`src/sv/sps_pkg.sv`:
```
`timescale 1ns / 1ps
// ----------------------------------------------------------------------------
// sps_pkg
// Shared codes, register defaults and types of the SPI EEPROM page sequencer.
// ----------------------------------------------------------------------------
package sps_pkg;

  localparam int ADDR_WIDTH_DEF  = 24;
  localparam int QUEUE_DEPTH_DEF = 2;
  localparam int MAX_RES         = 12;
  localparam int IDX_W           = 4;

  // input operations
  localparam logic [2:0] OP_READ    = 3'd0;
  localparam logic [2:0] OP_WRITE   = 3'd1;
  localparam logic [2:0] OP_WDATA   = 3'd2;
  localparam logic [2:0] OP_RXBYTE  = 3'd3;
  localparam logic [2:0] OP_TICK    = 3'd4;
  localparam logic [2:0] OP_PROTECT = 3'd5;

  // result kinds
  localparam logic [2:0] KIND_SELECT  = 3'd0;
  localparam logic [2:0] KIND_SEND    = 3'd1;
  localparam logic [2:0] KIND_CLKIN   = 3'd2;
  localparam logic [2:0] KIND_RELEASE = 3'd3;
  localparam logic [2:0] KIND_RDBYTE  = 3'd4;
  localparam logic [2:0] KIND_DONE    = 3'd5;
  localparam logic [2:0] KIND_TIMEOUT = 3'd6;
  localparam logic [2:0] KIND_REJECT  = 3'd7;

  // device commands
  localparam logic [7:0] CMD_WREN  = 8'h06;
  localparam logic [7:0] CMD_WRITE = 8'h02;
  localparam logic [7:0] CMD_READ  = 8'h03;
  localparam logic [7:0] CMD_RDSR  = 8'h05;
  localparam logic [7:0] CMD_WRSR  = 8'h01;

  // status register bit positions
  localparam int SR_WPEN = 7;
  localparam int SR_BP0  = 2;
  localparam int SR_BP1  = 3;

  // tail of a result sequence
  localparam logic [2:0] TL_NONE  = 3'd0;
  localparam logic [2:0] TL_ONE   = 3'd1;
  localparam logic [2:0] TL_POLL  = 3'd2;
  localparam logic [2:0] TL_CHUNK = 3'd3;
  localparam logic [2:0] TL_PROT  = 3'd4;

  // register map
  localparam logic [1:0] REG_ADDR_BYTES = 2'd0;
  localparam logic [1:0] REG_PAGE_LOG2  = 2'd1;
  localparam logic [1:0] REG_POLL       = 2'd2;
  localparam logic [1:0] REG_TIMEOUT    = 2'd3;

  localparam logic [1:0]  RST_ADDR_BYTES = 2'd2;
  localparam logic [3:0]  RST_PAGE_LOG2  = 4'd6;
  localparam logic        RST_POLL       = 1'b1;
  localparam logic [15:0] RST_TIMEOUT    = 16'd5000;

  typedef struct packed {
    logic [1:0]  addr_bytes;
    logic [3:0]  page_log2;
    logic        poll;
    logic [15:0] timeout;
  } cfg_t;

  typedef struct packed {
    logic [2:0] kind;
    logic [7:0] value;
  } beat_t;

  // one accepted item's worth of results, in compact form
  typedef struct packed {
    logic        head_en;
    beat_t       head;
    logic        rel_en;
    logic [2:0]  tail;
    logic [2:0]  one_kind;
    logic        is_write;
    logic [1:0]  addr_bytes;
    logic [23:0] addr;
    logic [7:0]  status;
  } plan_t;

endpackage

```
`src/sv/sps_if.sv`:
```
`timescale 1ns / 1ps
// ----------------------------------------------------------------------------
// sps_if
// Valid/ready channels for the request items and the result beats.
// ----------------------------------------------------------------------------
interface sps_in_if;
  logic        valid;
  logic        ready;
  logic [2:0]  op;
  logic [23:0] address;
  logic [23:0] length;
  logic [7:0]  data;
  logic        wp_enable;
  logic        block_protect0;
  logic        block_protect1;

  modport source (output valid, op, address, length, data, wp_enable,
                  block_protect0, block_protect1, input ready);
  modport sink (input valid, op, address, length, data, wp_enable,
                block_protect0, block_protect1, output ready);
endinterface

interface sps_out_if;
  logic       valid;
  logic       ready;
  logic [2:0] kind;
  logic [7:0] value;
  logic       last;

  modport source (output valid, kind, value, last, input ready);
  modport sink (input valid, kind, value, last, output ready);
endinterface

```
`src/sv/sps_front.sv`:
```
`timescale 1ns / 1ps
// ----------------------------------------------------------------------------
// sps_front
// Accept items, keep request state and emit one result plan per item other than a tick.
// ----------------------------------------------------------------------------
module sps_front #(
  parameter int ADDR_WIDTH = sps_pkg::ADDR_WIDTH_DEF
) (
  input  logic            clk,
  input  logic            rst_n,
  sps_in_if.sink          in_ch,
  input  sps_pkg::cfg_t   cfg,
  input  logic            q_full,
  output logic            q_push,
  output sps_pkg::plan_t  q_plan
);

  localparam logic [1:0] PH_IDLE  = 2'd0;
  localparam logic [1:0] PH_RDATA = 2'd1;
  localparam logic [1:0] PH_WDATA = 2'd2;
  localparam logic [1:0] PH_POLL  = 2'd3;

  logic [1:0]            phase_r, phase_nxt;
  logic [ADDR_WIDTH-1:0] addr_r, addr_nxt;
  logic [23:0]           left_r, left_nxt;
  logic [8:0]            chunk_r, chunk_nxt;
  logic [15:0]           elapsed_r, elapsed_nxt;
  logic                  wr_r, wr_nxt;

  logic                  accept, is_req;
  logic [ADDR_WIDTH-1:0] addr_inc, st_addr;
  logic [23:0]           left_dec, st_left;
  logic [8:0]            chunk_dec, st_len;
  logic                  st_wr;
  logic [2:0]            nd_tail, nd_kind;
  logic [1:0]            nd_phase;
  logic [23:0]           nd_left;
  logic [8:0]            nd_chunk;

  function automatic logic [8:0] chunk_len(input logic [ADDR_WIDTH-1:0] a,
                                           input logic [23:0] bl,
                                           input logic [3:0] lg);
    logic [3:0] l;
    logic [8:0] page, off, room;
    l    = (lg > 4'd8) ? 4'd8 : lg;
    page = 9'd1 << l;
    off  = {1'b0, a[7:0]} & (page - 9'd1);
    room = page - off;
    return (bl < {15'd0, room}) ? bl[8:0] : room;
  endfunction

  assign in_ch.ready = !q_full;
  assign accept      = in_ch.valid && !q_full;
  assign is_req      = (in_ch.op == sps_pkg::OP_READ) || (in_ch.op == sps_pkg::OP_WRITE);

  assign addr_inc  = addr_r + ADDR_WIDTH'(1);
  assign left_dec  = (left_r != 24'd0) ? left_r - 24'd1 : left_r;
  assign chunk_dec = (chunk_r != 9'd0) ? chunk_r - 9'd1 : chunk_r;

  // where the next chunk would start
  always_comb begin
    if (is_req) begin
      st_addr = in_ch.address[ADDR_WIDTH-1:0];
      st_left = in_ch.length;
      st_wr   = in_ch.op[0];
    end else if (phase_r == PH_POLL) begin
      st_addr = addr_r;
      st_left = left_r;
      st_wr   = wr_r;
    end else begin
      st_addr = addr_inc;
      st_left = left_dec;
      st_wr   = wr_r;
    end
    st_len = chunk_len(st_addr, st_left, cfg.page_log2);
  end

  // next chunk, done when nothing is left, or reject when no address bytes are set
  always_comb begin
    nd_kind  = sps_pkg::KIND_DONE;
    nd_tail  = sps_pkg::TL_ONE;
    nd_phase = PH_IDLE;
    nd_left  = 24'd0;
    nd_chunk = 9'd0;
    if (st_left == 24'd0) begin
      nd_kind = sps_pkg::KIND_DONE;
    end else if (cfg.addr_bytes == 2'd0) begin
      nd_kind = sps_pkg::KIND_REJECT;
    end else begin
      nd_tail  = sps_pkg::TL_CHUNK;
      nd_phase = st_wr ? PH_WDATA : PH_RDATA;
      nd_left  = st_left;
      nd_chunk = st_len;
    end
  end

  always_comb begin
    phase_nxt   = phase_r;
    addr_nxt    = addr_r;
    left_nxt    = left_r;
    chunk_nxt   = chunk_r;
    elapsed_nxt = elapsed_r;
    wr_nxt      = wr_r;
    q_push      = 1'b0;
    q_plan      = '0;
    q_plan.addr       = 24'(st_addr);
    q_plan.addr_bytes = cfg.addr_bytes;
    q_plan.is_write   = st_wr;
    q_plan.status     = 8'(({7'd0, in_ch.wp_enable} << sps_pkg::SR_WPEN)
                           | ({7'd0, in_ch.block_protect1} << sps_pkg::SR_BP1)
                           | ({7'd0, in_ch.block_protect0} << sps_pkg::SR_BP0));
    if (accept) begin
      q_push            = 1'b1;
      q_plan.tail       = sps_pkg::TL_ONE;
      q_plan.one_kind   = sps_pkg::KIND_REJECT;
      unique case (in_ch.op)
        sps_pkg::OP_READ, sps_pkg::OP_WRITE: begin
          if (phase_r == PH_IDLE) begin
            wr_nxt          = in_ch.op[0];
            addr_nxt        = st_addr;
            q_plan.tail     = nd_tail;
            q_plan.one_kind = nd_kind;
            phase_nxt       = nd_phase;
            left_nxt        = nd_left;
            chunk_nxt       = nd_chunk;
          end
        end
        sps_pkg::OP_WDATA: begin
          if (phase_r == PH_WDATA) begin
            q_plan.head_en = 1'b1;
            q_plan.head    = '{kind: sps_pkg::KIND_SEND, value: in_ch.data};
            q_plan.tail    = sps_pkg::TL_NONE;
            addr_nxt       = addr_inc;
            left_nxt       = left_dec;
            chunk_nxt      = chunk_dec;
            if (chunk_dec == 9'd0) begin
              q_plan.rel_en = 1'b1;
              if (cfg.poll) begin
                elapsed_nxt = 16'd0;
                phase_nxt   = PH_POLL;
                q_plan.tail = sps_pkg::TL_POLL;
              end else begin
                q_plan.tail     = nd_tail;
                q_plan.one_kind = nd_kind;
                phase_nxt       = nd_phase;
                left_nxt        = nd_left;
                chunk_nxt       = nd_chunk;
              end
            end
          end
        end
        sps_pkg::OP_RXBYTE: begin
          if (phase_r == PH_RDATA) begin
            q_plan.head_en = 1'b1;
            q_plan.head    = '{kind: sps_pkg::KIND_RDBYTE, value: in_ch.data};
            addr_nxt       = addr_inc;
            left_nxt       = left_dec;
            chunk_nxt      = chunk_dec;
            if (chunk_dec == 9'd0) begin
              q_plan.rel_en   = 1'b1;
              q_plan.tail     = nd_tail;
              q_plan.one_kind = nd_kind;
              phase_nxt       = nd_phase;
              left_nxt        = nd_left;
              chunk_nxt       = nd_chunk;
            end else begin
              q_plan.one_kind = sps_pkg::KIND_CLKIN;
            end
          end else if (phase_r == PH_POLL) begin
            q_plan.head_en = 1'b1;
            q_plan.head    = '{kind: sps_pkg::KIND_RELEASE, value: 8'd0};
            if (!in_ch.data[0]) begin
              q_plan.tail     = nd_tail;
              q_plan.one_kind = nd_kind;
              phase_nxt       = nd_phase;
              left_nxt        = nd_left;
              chunk_nxt       = nd_chunk;
            end else if (cfg.timeout != 16'd0 && elapsed_r >= cfg.timeout) begin
              q_plan.one_kind = sps_pkg::KIND_TIMEOUT;
              phase_nxt       = PH_IDLE;
              left_nxt        = 24'd0;
              chunk_nxt       = 9'd0;
            end else begin
              q_plan.tail = sps_pkg::TL_POLL;
            end
          end
        end
        sps_pkg::OP_TICK: begin
          q_push = 1'b0;
          if (phase_r == PH_POLL && elapsed_r != 16'hFFFF) begin
            elapsed_nxt = elapsed_r + 16'd1;
          end
        end
        sps_pkg::OP_PROTECT: begin
          if (phase_r == PH_IDLE) begin
            wr_nxt      = 1'b0;
            q_plan.tail = sps_pkg::TL_PROT;
          end
        end
        default: begin
        end
      endcase
    end
  end

  always_ff @(posedge clk) begin
    if (!rst_n) begin
      phase_r   <= PH_IDLE;
      addr_r    <= '0;
      left_r    <= 24'd0;
      chunk_r   <= 9'd0;
      elapsed_r <= 16'd0;
      wr_r      <= 1'b0;
    end else begin
      phase_r   <= phase_nxt;
      addr_r    <= addr_nxt;
      left_r    <= left_nxt;
      chunk_r   <= chunk_nxt;
      elapsed_r <= elapsed_nxt;
      wr_r      <= wr_nxt;
    end
  end

endmodule

```
`src/sv/sps_queue.sv`:
```
`timescale 1ns / 1ps
// ----------------------------------------------------------------------------
// sps_queue
// Small first-in first-out queue of result plans.
// ----------------------------------------------------------------------------
module sps_queue #(
  parameter int DEPTH = sps_pkg::QUEUE_DEPTH_DEF
) (
  input  logic            clk,
  input  logic            rst_n,
  input  logic            push,
  input  sps_pkg::plan_t  push_data,
  input  logic            pop,
  output sps_pkg::plan_t  pop_data,
  output logic            full,
  output logic            empty
);

  localparam int PTR_W = (DEPTH > 1) ? $clog2(DEPTH) : 1;
  localparam int CNT_W = $clog2(DEPTH + 1);

  sps_pkg::plan_t     mem_r [DEPTH];
  logic [PTR_W-1:0]   wr_ptr_r, rd_ptr_r;
  logic [CNT_W-1:0]   count_r;
  logic               do_push, do_pop;

  assign full     = (count_r == CNT_W'(DEPTH));
  assign empty    = (count_r == '0);
  assign do_push  = push && !full;
  assign do_pop   = pop && !empty;
  assign pop_data = mem_r[rd_ptr_r];

  function automatic logic [PTR_W-1:0] wrap_inc(input logic [PTR_W-1:0] p);
    return (p == PTR_W'(DEPTH - 1)) ? '0 : p + PTR_W'(1);
  endfunction

  always_ff @(posedge clk) begin
    if (do_push) begin
      mem_r[wr_ptr_r] <= push_data;
    end
  end

  always_ff @(posedge clk) begin
    if (!rst_n) begin
      wr_ptr_r <= '0;
      rd_ptr_r <= '0;
      count_r  <= '0;
    end else begin
      if (do_push) begin
        wr_ptr_r <= wrap_inc(wr_ptr_r);
      end
      if (do_pop) begin
        rd_ptr_r <= wrap_inc(rd_ptr_r);
      end
      if (do_push && !do_pop) begin
        count_r <= count_r + CNT_W'(1);
      end else if (do_pop && !do_push) begin
        count_r <= count_r - CNT_W'(1);
      end
    end
  end

endmodule

```
`src/sv/sps_back.sv`:
```
`timescale 1ns / 1ps
// ----------------------------------------------------------------------------
// sps_back
// Expand result plans into beats and drive the result channel.
// ----------------------------------------------------------------------------
module sps_back (
  input  logic            clk,
  input  logic            rst_n,
  input  logic            q_empty,
  input  sps_pkg::plan_t  q_plan,
  output logic            q_pop,
  sps_out_if.source       out_ch
);

  localparam int IDX_W = sps_pkg::IDX_W;

  sps_pkg::beat_t   seq_r [sps_pkg::MAX_RES];
  sps_pkg::beat_t   seq   [sps_pkg::MAX_RES];
  logic [IDX_W-1:0] cnt_r, cnt, idx_r;
  logic             busy_r;
  logic             ovld_r, olast_r;
  sps_pkg::beat_t   obeat_r;
  logic             advance;

  // lay out the beats of the plan at the head of the queue
  always_comb begin
    logic [IDX_W-1:0] p;
    p = '0;
    for (int k = 0; k < sps_pkg::MAX_RES; k++) begin
      seq[k] = '0;
    end
    if (q_plan.head_en) begin
      seq[p] = q_plan.head;
      p = p + IDX_W'(1);
    end
    if (q_plan.rel_en) begin
      seq[p] = '{kind: sps_pkg::KIND_RELEASE, value: 8'd0};
      p = p + IDX_W'(1);
    end
    unique case (q_plan.tail)
      sps_pkg::TL_ONE: begin
        seq[p] = '{kind: q_plan.one_kind, value: 8'd0};
        p = p + IDX_W'(1);
      end
      sps_pkg::TL_POLL: begin
        seq[p] = '{kind: sps_pkg::KIND_SELECT, value: 8'd0};
        seq[p + IDX_W'(1)] = '{kind: sps_pkg::KIND_SEND, value: sps_pkg::CMD_RDSR};
        seq[p + IDX_W'(2)] = '{kind: sps_pkg::KIND_CLKIN, value: 8'd0};
        p = p + IDX_W'(3);
      end
      sps_pkg::TL_CHUNK: begin
        if (q_plan.is_write) begin
          seq[p] = '{kind: sps_pkg::KIND_SELECT, value: 8'd0};
          seq[p + IDX_W'(1)] = '{kind: sps_pkg::KIND_SEND, value: sps_pkg::CMD_WREN};
          seq[p + IDX_W'(2)] = '{kind: sps_pkg::KIND_RELEASE, value: 8'd0};
          p = p + IDX_W'(3);
        end
        seq[p] = '{kind: sps_pkg::KIND_SELECT, value: 8'd0};
        seq[p + IDX_W'(1)] = '{kind: sps_pkg::KIND_SEND,
                               value: q_plan.is_write ? sps_pkg::CMD_WRITE
                                                      : sps_pkg::CMD_READ};
        p = p + IDX_W'(2);
        for (int i = 3; i >= 1; i--) begin
          if (2'(i) <= q_plan.addr_bytes) begin
            seq[p] = '{kind: sps_pkg::KIND_SEND, value: q_plan.addr[8*i-1 -: 8]};
            p = p + IDX_W'(1);
          end
        end
        if (!q_plan.is_write) begin
          seq[p] = '{kind: sps_pkg::KIND_CLKIN, value: 8'd0};
          p = p + IDX_W'(1);
        end
      end
      sps_pkg::TL_PROT: begin
        seq[p] = '{kind: sps_pkg::KIND_SELECT, value: 8'd0};
        seq[p + IDX_W'(1)] = '{kind: sps_pkg::KIND_SEND, value: sps_pkg::CMD_WREN};
        seq[p + IDX_W'(2)] = '{kind: sps_pkg::KIND_RELEASE, value: 8'd0};
        seq[p + IDX_W'(3)] = '{kind: sps_pkg::KIND_SELECT, value: 8'd0};
        seq[p + IDX_W'(4)] = '{kind: sps_pkg::KIND_SEND, value: sps_pkg::CMD_WRSR};
        seq[p + IDX_W'(5)] = '{kind: sps_pkg::KIND_SEND, value: q_plan.status};
        seq[p + IDX_W'(6)] = '{kind: sps_pkg::KIND_RELEASE, value: 8'd0};
        seq[p + IDX_W'(7)] = '{kind: sps_pkg::KIND_DONE, value: 8'd0};
        p = p + IDX_W'(8);
      end
      default: begin
      end
    endcase
    cnt = p;
  end

  assign q_pop   = !busy_r && !q_empty;
  assign advance = !ovld_r || out_ch.ready;

  always_ff @(posedge clk) begin
    if (q_pop) begin
      seq_r <= seq;
      cnt_r <= cnt;
    end
    if (advance && busy_r) begin
      obeat_r <= seq_r[idx_r];
      olast_r <= (idx_r == cnt_r - IDX_W'(1));
    end
  end

  always_ff @(posedge clk) begin
    if (!rst_n) begin
      busy_r <= 1'b0;
      idx_r  <= '0;
      ovld_r <= 1'b0;
    end else begin
      if (q_pop) begin
        busy_r <= 1'b1;
        idx_r  <= '0;
      end else if (advance && busy_r) begin
        if (idx_r == cnt_r - IDX_W'(1)) begin
          busy_r <= 1'b0;
        end
        idx_r <= idx_r + IDX_W'(1);
      end
      if (advance) begin
        ovld_r <= busy_r;
      end
    end
  end

  assign out_ch.valid = ovld_r;
  assign out_ch.kind  = obeat_r.kind;
  assign out_ch.value = obeat_r.value;
  assign out_ch.last  = olast_r;

endmodule

```
`src/sv/spi_eeprom_page_sequencer.sv`:
```
`timescale 1ns / 1ps
// ----------------------------------------------------------------------------
// spi_eeprom_page_sequencer
// Host-side 25xx SPI EEPROM sequencer: page-split reads, writes and polls.
// ----------------------------------------------------------------------------
// Each request item (read, write, protect) or bus byte (write data, received
// byte, tick) is taken by the front end, which updates the request state and
// queues a compact plan of the beats it causes; the back end then plays those
// beats out one per cycle while the result sink is ready, and takes the next
// plan only after it has moved the last beat of the current one into its output
// register. The front end keeps taking items while the plan queue has room;
// ticks produce no beats and are taken every cycle while the plan queue has
// room. Requests split at page boundaries (page size is 2**page_log2, capped
// at 256); each chunk is one select/command/address frame, writes preceded by
// a write-enable frame and, with polling on, followed by status polls.
// Configuration sits behind an APB port, one 32-bit register every four
// bytes; write it only while the block is idle.
// ----------------------------------------------------------------------------
module spi_eeprom_page_sequencer #(
  parameter int ADDR_WIDTH  = sps_pkg::ADDR_WIDTH_DEF,
  parameter int QUEUE_DEPTH = sps_pkg::QUEUE_DEPTH_DEF
) (
  input  logic        clk,
  input  logic        rst_n,
  sps_in_if.sink      in_ch,
  sps_out_if.source   out_ch,
  input  logic        psel,
  input  logic        penable,
  input  logic        pwrite,
  input  logic [3:0]  paddr,
  input  logic [31:0] pwdata,
  output logic [31:0] prdata,
  output logic        pready
);

  sps_pkg::cfg_t  cfg_r;
  sps_pkg::plan_t push_plan, pop_plan;
  logic           push, pop, full, empty;
  logic           cfg_wr;
  logic [1:0]     reg_idx;

  // Configuration: write in the access phase, read back at any time.
  assign pready  = 1'b1;
  assign reg_idx = paddr[3:2];
  assign cfg_wr  = psel && penable && pwrite;

  always_ff @(posedge clk) begin
    if (!rst_n) begin
      cfg_r.addr_bytes <= sps_pkg::RST_ADDR_BYTES;
      cfg_r.page_log2  <= sps_pkg::RST_PAGE_LOG2;
      cfg_r.poll       <= sps_pkg::RST_POLL;
      cfg_r.timeout    <= sps_pkg::RST_TIMEOUT;
    end else if (cfg_wr) begin
      unique case (reg_idx)
        sps_pkg::REG_ADDR_BYTES: cfg_r.addr_bytes <= pwdata[1:0];
        sps_pkg::REG_PAGE_LOG2:  cfg_r.page_log2  <= pwdata[3:0];
        sps_pkg::REG_POLL:       cfg_r.poll       <= pwdata[0];
        sps_pkg::REG_TIMEOUT:    cfg_r.timeout    <= pwdata[15:0];
        default: begin
        end
      endcase
    end
  end

  always_comb begin
    unique case (reg_idx)
      sps_pkg::REG_ADDR_BYTES: prdata = {30'd0, cfg_r.addr_bytes};
      sps_pkg::REG_PAGE_LOG2:  prdata = {28'd0, cfg_r.page_log2};
      sps_pkg::REG_POLL:       prdata = {31'd0, cfg_r.poll};
      sps_pkg::REG_TIMEOUT:    prdata = {16'd0, cfg_r.timeout};
      default:                 prdata = 32'd0;
    endcase
  end

  // Front end: classify each beat and hold the request state.
  sps_front #(.ADDR_WIDTH(ADDR_WIDTH)) u_front (
    .clk    (clk),
    .rst_n  (rst_n),
    .in_ch  (in_ch),
    .cfg    (cfg_r),
    .q_full (full),
    .q_push (push),
    .q_plan (push_plan)
  );

  // Plan queue: decouple acceptance from beat delivery.
  sps_queue #(.DEPTH(QUEUE_DEPTH)) u_queue (
    .clk       (clk),
    .rst_n     (rst_n),
    .push      (push),
    .push_data (push_plan),
    .pop       (pop),
    .pop_data  (pop_plan),
    .full      (full),
    .empty     (empty)
  );

  // Back end: expand each plan and drive the result channel.
  sps_back u_back (
    .clk     (clk),
    .rst_n   (rst_n),
    .q_empty (empty),
    .q_plan  (pop_plan),
    .q_pop   (pop),
    .out_ch  (out_ch)
  );

endmodule

```
`src/flat_wrapper.sv`:
```
// flat-port wrapper written by rule: the top's interface ports become plain ports
module spi_eeprom_page_sequencer_flat 
#(
  parameter int ADDR_WIDTH  = sps_pkg::ADDR_WIDTH_DEF,
  parameter int QUEUE_DEPTH = sps_pkg::QUEUE_DEPTH_DEF
)
  (clk, rst_n, psel, penable, pwrite, paddr, pwdata, prdata, pready, in_ch_valid, in_ch_op, in_ch_address, in_ch_length, in_ch_data, in_ch_wp_enable, in_ch_block_protect0, in_ch_block_protect1, in_ch_ready, out_ch_valid, out_ch_kind, out_ch_value, out_ch_last, out_ch_ready);
  sps_in_if in_ch_i ();
  sps_out_if out_ch_i ();
  input  logic clk;
  input  logic rst_n;
  input  logic psel;
  input  logic penable;
  input  logic pwrite;
  input  logic [3:0] paddr;
  input  logic [31:0] pwdata;
  output logic [31:0] prdata;
  output logic pready;
  input wire logic [$bits(in_ch_i.valid)-1:0] in_ch_valid;
  input wire logic [$bits(in_ch_i.op)-1:0] in_ch_op;
  input wire logic [$bits(in_ch_i.address)-1:0] in_ch_address;
  input wire logic [$bits(in_ch_i.length)-1:0] in_ch_length;
  input wire logic [$bits(in_ch_i.data)-1:0] in_ch_data;
  input wire logic [$bits(in_ch_i.wp_enable)-1:0] in_ch_wp_enable;
  input wire logic [$bits(in_ch_i.block_protect0)-1:0] in_ch_block_protect0;
  input wire logic [$bits(in_ch_i.block_protect1)-1:0] in_ch_block_protect1;
  output wire logic [$bits(in_ch_i.ready)-1:0] in_ch_ready;
  output wire logic [$bits(out_ch_i.valid)-1:0] out_ch_valid;
  output wire logic [$bits(out_ch_i.kind)-1:0] out_ch_kind;
  output wire logic [$bits(out_ch_i.value)-1:0] out_ch_value;
  output wire logic [$bits(out_ch_i.last)-1:0] out_ch_last;
  input wire logic [$bits(out_ch_i.ready)-1:0] out_ch_ready;
  assign in_ch_i.valid = in_ch_valid;
  assign in_ch_i.op = in_ch_op;
  assign in_ch_i.address = in_ch_address;
  assign in_ch_i.length = in_ch_length;
  assign in_ch_i.data = in_ch_data;
  assign in_ch_i.wp_enable = in_ch_wp_enable;
  assign in_ch_i.block_protect0 = in_ch_block_protect0;
  assign in_ch_i.block_protect1 = in_ch_block_protect1;
  assign in_ch_ready = in_ch_i.ready;
  assign out_ch_valid = out_ch_i.valid;
  assign out_ch_kind = out_ch_i.kind;
  assign out_ch_value = out_ch_i.value;
  assign out_ch_last = out_ch_i.last;
  assign out_ch_i.ready = out_ch_ready;
  spi_eeprom_page_sequencer #(.ADDR_WIDTH(ADDR_WIDTH), .QUEUE_DEPTH(QUEUE_DEPTH)) u_core (.clk(clk), .rst_n(rst_n), .in_ch(in_ch_i), .out_ch(out_ch_i), .psel(psel), .penable(penable), .pwrite(pwrite), .paddr(paddr), .pwdata(pwdata), .prdata(prdata), .pready(pready));
endmodule
```
`config.mk`:
```
export PLATFORM = sky130hd
export DESIGN_NAME = spi_eeprom_page_sequencer_flat
export DESIGN_NICKNAME = d
export VERILOG_FILES = /design/src/sv/sps_pkg.sv /design/src/sv/sps_if.sv /design/src/sv/sps_front.sv /design/src/sv/sps_queue.sv /design/src/sv/sps_back.sv /design/src/sv/spi_eeprom_page_sequencer.sv /design/src/flat_wrapper.sv
export SDC_FILE = /design/constraint.sdc
export NUM_CORES = 1
export LEC_CHECK = 0
export BUFFER_PORTS_ARGS = -buffer_cell sky130_fd_sc_hd__buf_2
export CAP_MARGIN = 40
export CORE_MARGIN = 8
export CORE_UTILIZATION = 50
export CTS_BUF_LIST = sky130_fd_sc_hd__clkbuf_8
export CTS_CLUSTER_SIZE = 30
export DETAILED_ROUTE_END_ITERATION = 10
export PLACE_DENSITY = 0.68
export SYNTH_ARGS = -nofsm -noshare
export SYNTH_HDL_FRONTEND = slang
export SYNTH_SLANG_ARGS = --single-unit
```
`constraint.sdc`:
```
create_clock -name clk -period 6 [get_ports clk]
set_input_delay 0.9 -clock clk [delete_from_list [all_inputs] [get_ports clk]]
set_output_delay 0.9 -clock clk [all_outputs]
set_load 0.02 [all_outputs]
```
; ---- Word level (Yosys, flattened, before mapping)
; Memories as Yosys holds them, arrays and structs flattened. A register that Yosys moved wholly into a read port is not among the register bits.
; Index checks and enable logic that the tools add are counted.
[word_totals]
ff_bits = 257
latchBits = 0
ramBits = 108
romBits = 0
input_bits = 105
out_inout_bits = 47
word_cells = 413
mem_count = 1
[classes]
add_sub_neg = 27
multipliers = 0
div_mod_pow = 0
n_lt_le_gt_ge = 37
n_eq_ne = 28
n_shift = 1
n_mux = 160
bitwise = 53
n_reduce_logical = 62
[mem_list]
columns = name, depth, word_bits, read_ports, rd_ports_with_merged_regs, write_ports, line
row1 = u_core.u_queue.mem_r, 2, 54, 1, 1, 1, sps_queue.sv:22  ; sps_pkg::plan_t mem_r [DEPTH];
[ops]
columns = operator, n
row1 = $mux W132, 10
row2 = $bwmux W132, 6
row3 = $demux W11 S4, 15
row4 = $and A108 B108 Y108, 5
row5 = $not A108 Y108, 5
row6 = $pmux W132 S4, 1
row7 = $mux W24, 19
row8 = $and A132 B132 Y132, 3
row9 = $not A132 Y132, 3
row10 = $and A120 B120 Y120, 2
row11 = $not A120 Y120, 2
row12 = $mux W11, 18
row13 = $and A96 B96 Y96, 2
row14 = $not A96 Y96, 2
row15 = $pmux W24 S3, 2
row16 = $pmux W32 S4, 1
row17 = $or A24 B24 Y24, 5
row18 = $mux W9, 13
row19 = $ge A5 B5 Y1 const B, 16
row20 = $lt A5 B1 Y1 const B, 15
row21 = $not A4 Y5, 15
row22 = $or A36 B36 Y36, 2
row23 = $mux W16, 4
row24 = $mux W4, 12
row25 = 70 further kinds, 190

; ---- Logic depth before layout (Yosys ltp)
[depth]
depth_word = 28
ltp_mapped = 25
mapped_depth_nobuf = 21

; ---- Modules after synthesis
; A second synthesis with hierarchy kept.
[hier_totals]
cells_unflattened = 2866
hier_area_um2 = 25639.6
[modules_own_cells]
columns = mod, n_inst, cells_per_inst, area_per_inst_um2, seq_area_each_um2
row1 = sps_back, 1, 1318, 12120.4, 4564.4
row2 = sps_front, 1, 1208, 8132.8, 1521.5
row3 = sps_queue, 1, 193, 4127.7, 3343.2
row4 = spi_eeprom_page_sequencer, 1, 147, 1258.7, 460.4

; ---- Worst setup path before layout
; OpenSTA, ideal clock, no wires.
[synth_path]
kind = input-to-reg
from = input port in_ch_op[1]
to = register u_core.u_front.chunk_r[7]
setup_ns = 0.070
arrival_ns = 5.433
t_required_ns = 5.930
path_slack_ns = 0.497
stages = 24
path_buffers = 4
cell_sequence = clkbuf_1 > nor2_1 > clkbuf_1 > clkbuf_1 > clkbuf_1 > nand2_1 > o21ai_0 > o21ai_0 > ha_1 > nor2_1 > or3_1 > a211o_1 > nand2_1 > a21oi_1 > ha_1 > a21oi_1 > nor2b_1 > o21ai_0 > nand2b_1 > a21oi_1 > o21ai_1 > nor2_2 > mux2_2 > a21oi_1
[synth_lines]
columns = element, line
row1 = start: declaration, flat_wrapper.sv:20  ; input wire logic [$bits(in_ch_i.op)-1:0] in_ch_op;
row2 = end signal: assignment, sps_front.sv:218  ; chunk_r <= chunk_nxt;
row3 = end: declaration, sps_front.sv:26  ; logic [8:0] chunk_r, chunk_nxt;

==> reports/metrics.cfg <==
[floorplanning]
start_util_pct = 50.3
die_h_um = 235
num_io_pins = 152
core-area_um2 = 47400
die-area_um2 = 55000
num_rows = 80
die_w_um = 235

[timing]
report.final.hold_viol_count = 0
setup_viol = 0
tightest_slew_ps = 965
maxSlewViolCount = 0
max_freq_mhz = 192
relSlewSlack_pct = 35.2
rsz0062_at_grt = false
tns_ps = 0
period_minus_slack_ps = 5200
fin_crit_sh_pct = 86.7
fin_worst_skew_ps = 38.0

[route]
drtAntennaViolNets = 0
vias_per_cell = 6.33
post_drt_wl_per_cell_um = 23.0
drc = 0
drt_pass1_iterations = 6
routed_wl_um = 79700
vias = 21900
drtIter0Drc = 2317

[worst_setup_path]
cp_top_family = compound AO/OA/AOI/OAI gates
cp_num_buf_inv = 5
crit_type = flip-flop to flip-flop
crit_top_cell = buf_4
critPathSlowestCell = ha_1
end_kind = flip-flop
slowest_delay_ps = 540
path_cells = mux2i_1 -> buf_4 -> inv_1 -> buf_4 -> ha_1 -> nand2_1 -> nand2_1 -> ha_1 -> xor2_1 -> a2111oi_0 -> a31oi_1 -> a2bb2oi_1 -> xnor2_1 -> xnor2_1 -> buf_4 -> nand2b_1 -> o21ai_0 -> buf_4 -> o41ai_1 -> a22o_1
worstSetupStartpointType = flip-flop
required_ps = 6510
arrival_ps = 5710
path_max_fanout = 12

[synthesis]
yosys.area.top_type = edfxtp_1
ys_ff_latch = 356
synth_top_area_share_pct = 30.9
synthTopCellsByCount = nor2_1 (286), nand2_1 (282), edfxtp_1 (246), a21oi_1 (244), o21ai_0 (191)
ys.flop_type = edfxtp_1
synth_edf_count = 246
synth.area.top_cells = edfxtp_1 (31%), dfxtp_1 (9.2%), a21oi_1 (5.1%)
yosys_warnings = 0
async_flop_share_pct = 0
yosysMostFrequentCell = nor2_1
synth_area_per_cell_um2 = 8.67
synth_area_um2 = 23900
syn_inst = 2755
synth_seq_area_share_pct = 40.1
yosysUniqueCellTypes = 86

[finish]
area_growth_syn_to_layout_pct = 9.82
fin_cells = 3466
drive_above_1_share_pct = 13.4
n_antenna_cell = 0
nets = 2970
finish.utilization_pct = 55.3
postLayoutCellArea_um2 = 26200

[cts]
cts_made_buffers = 61
clk_latency_ps = 680
clk_pin_slew_ps = 60
cts_num_sinks = 356
cts_tree = yes
htreeDepth = 2
hold_buffers = 0
post-cts-setup-buffers = 0
ctsResizeCount = 0
clockRootBuffer = clkbuf_8
clockBufferDepth = 3

[global_routing]
grt_pass1_wl_um = 121000
grt_antenna_before_repair = 3
grt_usage_pct = 28.2
grt_overflow = 0
grt_max_degree = 71
grt_pass1_vias = 20800

[run]
drv_cap = 0

[placement]
dp_cells = 3352
port_buffers = 116
place_area_um2 = 25000
place_congestion = 1.00
hpwl_um = 58600

[min_path]
min_path_type = primary input to flip-flop

[pwr]
peakVddDrop_uv = 338
powerDensity_nw_per_um2 = 521
fin_total_pwr_uw = 13700
p_leak_uw = 0.00950

[outcome]
status = complete, no violations

-- path summary, 6_finish.rpt --
check	start	end	cells past startpoint	slack [ps]
setup reg to reg	flip-flop	u_core.u_back.seq_r[131]$_DFFE_PP_	20	800
hold reg to reg	u_core.cfg_r[2]$_SDFFE_PN0P_	u_core.cfg_r[2]$_SDFFE_PN0P_	2	500
hold / removal	in_ch_wp_enable	u_core.u_queue.mem_r[1][7]$_DFFE_PP_	1	450
setup / recovery	flip-flop	u_core.u_back.seq_r[131]$_DFFE_PP_	20	800
-- state kept, by name, indices dropped and copies added, names as in the netlist, 3 cells and up, named ones only --
signal,flops
u_core.u_front.left_r,24
u_core.u_back.seq_r,132
u_core.cfg_r,23
u_core.u_front.addr_r,24
u_core.u_back.out_ch.value,8
u_core.u_front.elapsed_r,16
u_core.u_back.out_ch.kind,3
u_core.u_front.chunk_r,9
u_core.u_back.idx_r,4
u_core.u_back.cnt_r,4
u_core.u_queue.mem_r,98
-- layer usage --
metal / vias to the layer above / global-route usage (%) / part of all wire [%]
li1: 10300 / - / -
met1: 10400 / 35.9 / 41
met2: 1050 / 46.8 / 47
met3: 219 / 4.48 / 7.1
met4: 4 / 13.3 / 5.1
met5: - / 0 / 0.023
-- stage by stage --
| step | setup WS, ps | hold WS, ps |
|---|---|---|
| 4_1_cts | 834 | 409 |
| 3_5_place_dp | 633 | 486 |
| 3_3_place_gp | 652 | 487 |
| 6_report | 796 | 450 |
| 2_1_floorplan | 497 | 454 |
| 5_1_grt | 453 | 420 |
-- power breakdown --
part	switching, µW	leakage, µW	internal (µW)
clock network	1010	0.000681	1140
registers	197	0.00326	3420
logic	5320	0.00556	2570
total	6530	0.00950	7130
-- cell usage in the layout, fill, tap and decap left out, types with 34 or more instances in the layout --
cell      count
nand3_1     112
inv_1        98
o21ai_0     189
mux2_2       39
buf_4        76
nor3_1      125
xnor2_1      50
nand2_1     282
buf_2       118
ha_1         64
edfxtp_1    246
xor2_1       37
dfxtp_1     108
a21oi_1     244
mux4_2       34
nor2_1      285
a31oi_1      47
clkbuf_8     63
mux2i_1      65
and3_1       44
-- final cells by class --
class                      count  area [µm²]
fill                        4339       21200
multi-input combinational   2105       13100
sequential                   356        9590
timing repair buffer         199        1240
clock buffer                  63         867
tap                          615         769
clock inverter                51         322
inverter                      77         292
-- cells by family after synthesis --
group / synth area share, %
AOI/OAI and AO/OA: 20.0
xor gates and xnor gates: 3.19
adders and majority gates: 3.44
buffers and inverters: 5.24
DFF: 40.1
muxes: 7.81
other: 0.0314
and+or+nand+nor: 20.2
No activity file was read; power rests on OpenSTA's default activity.
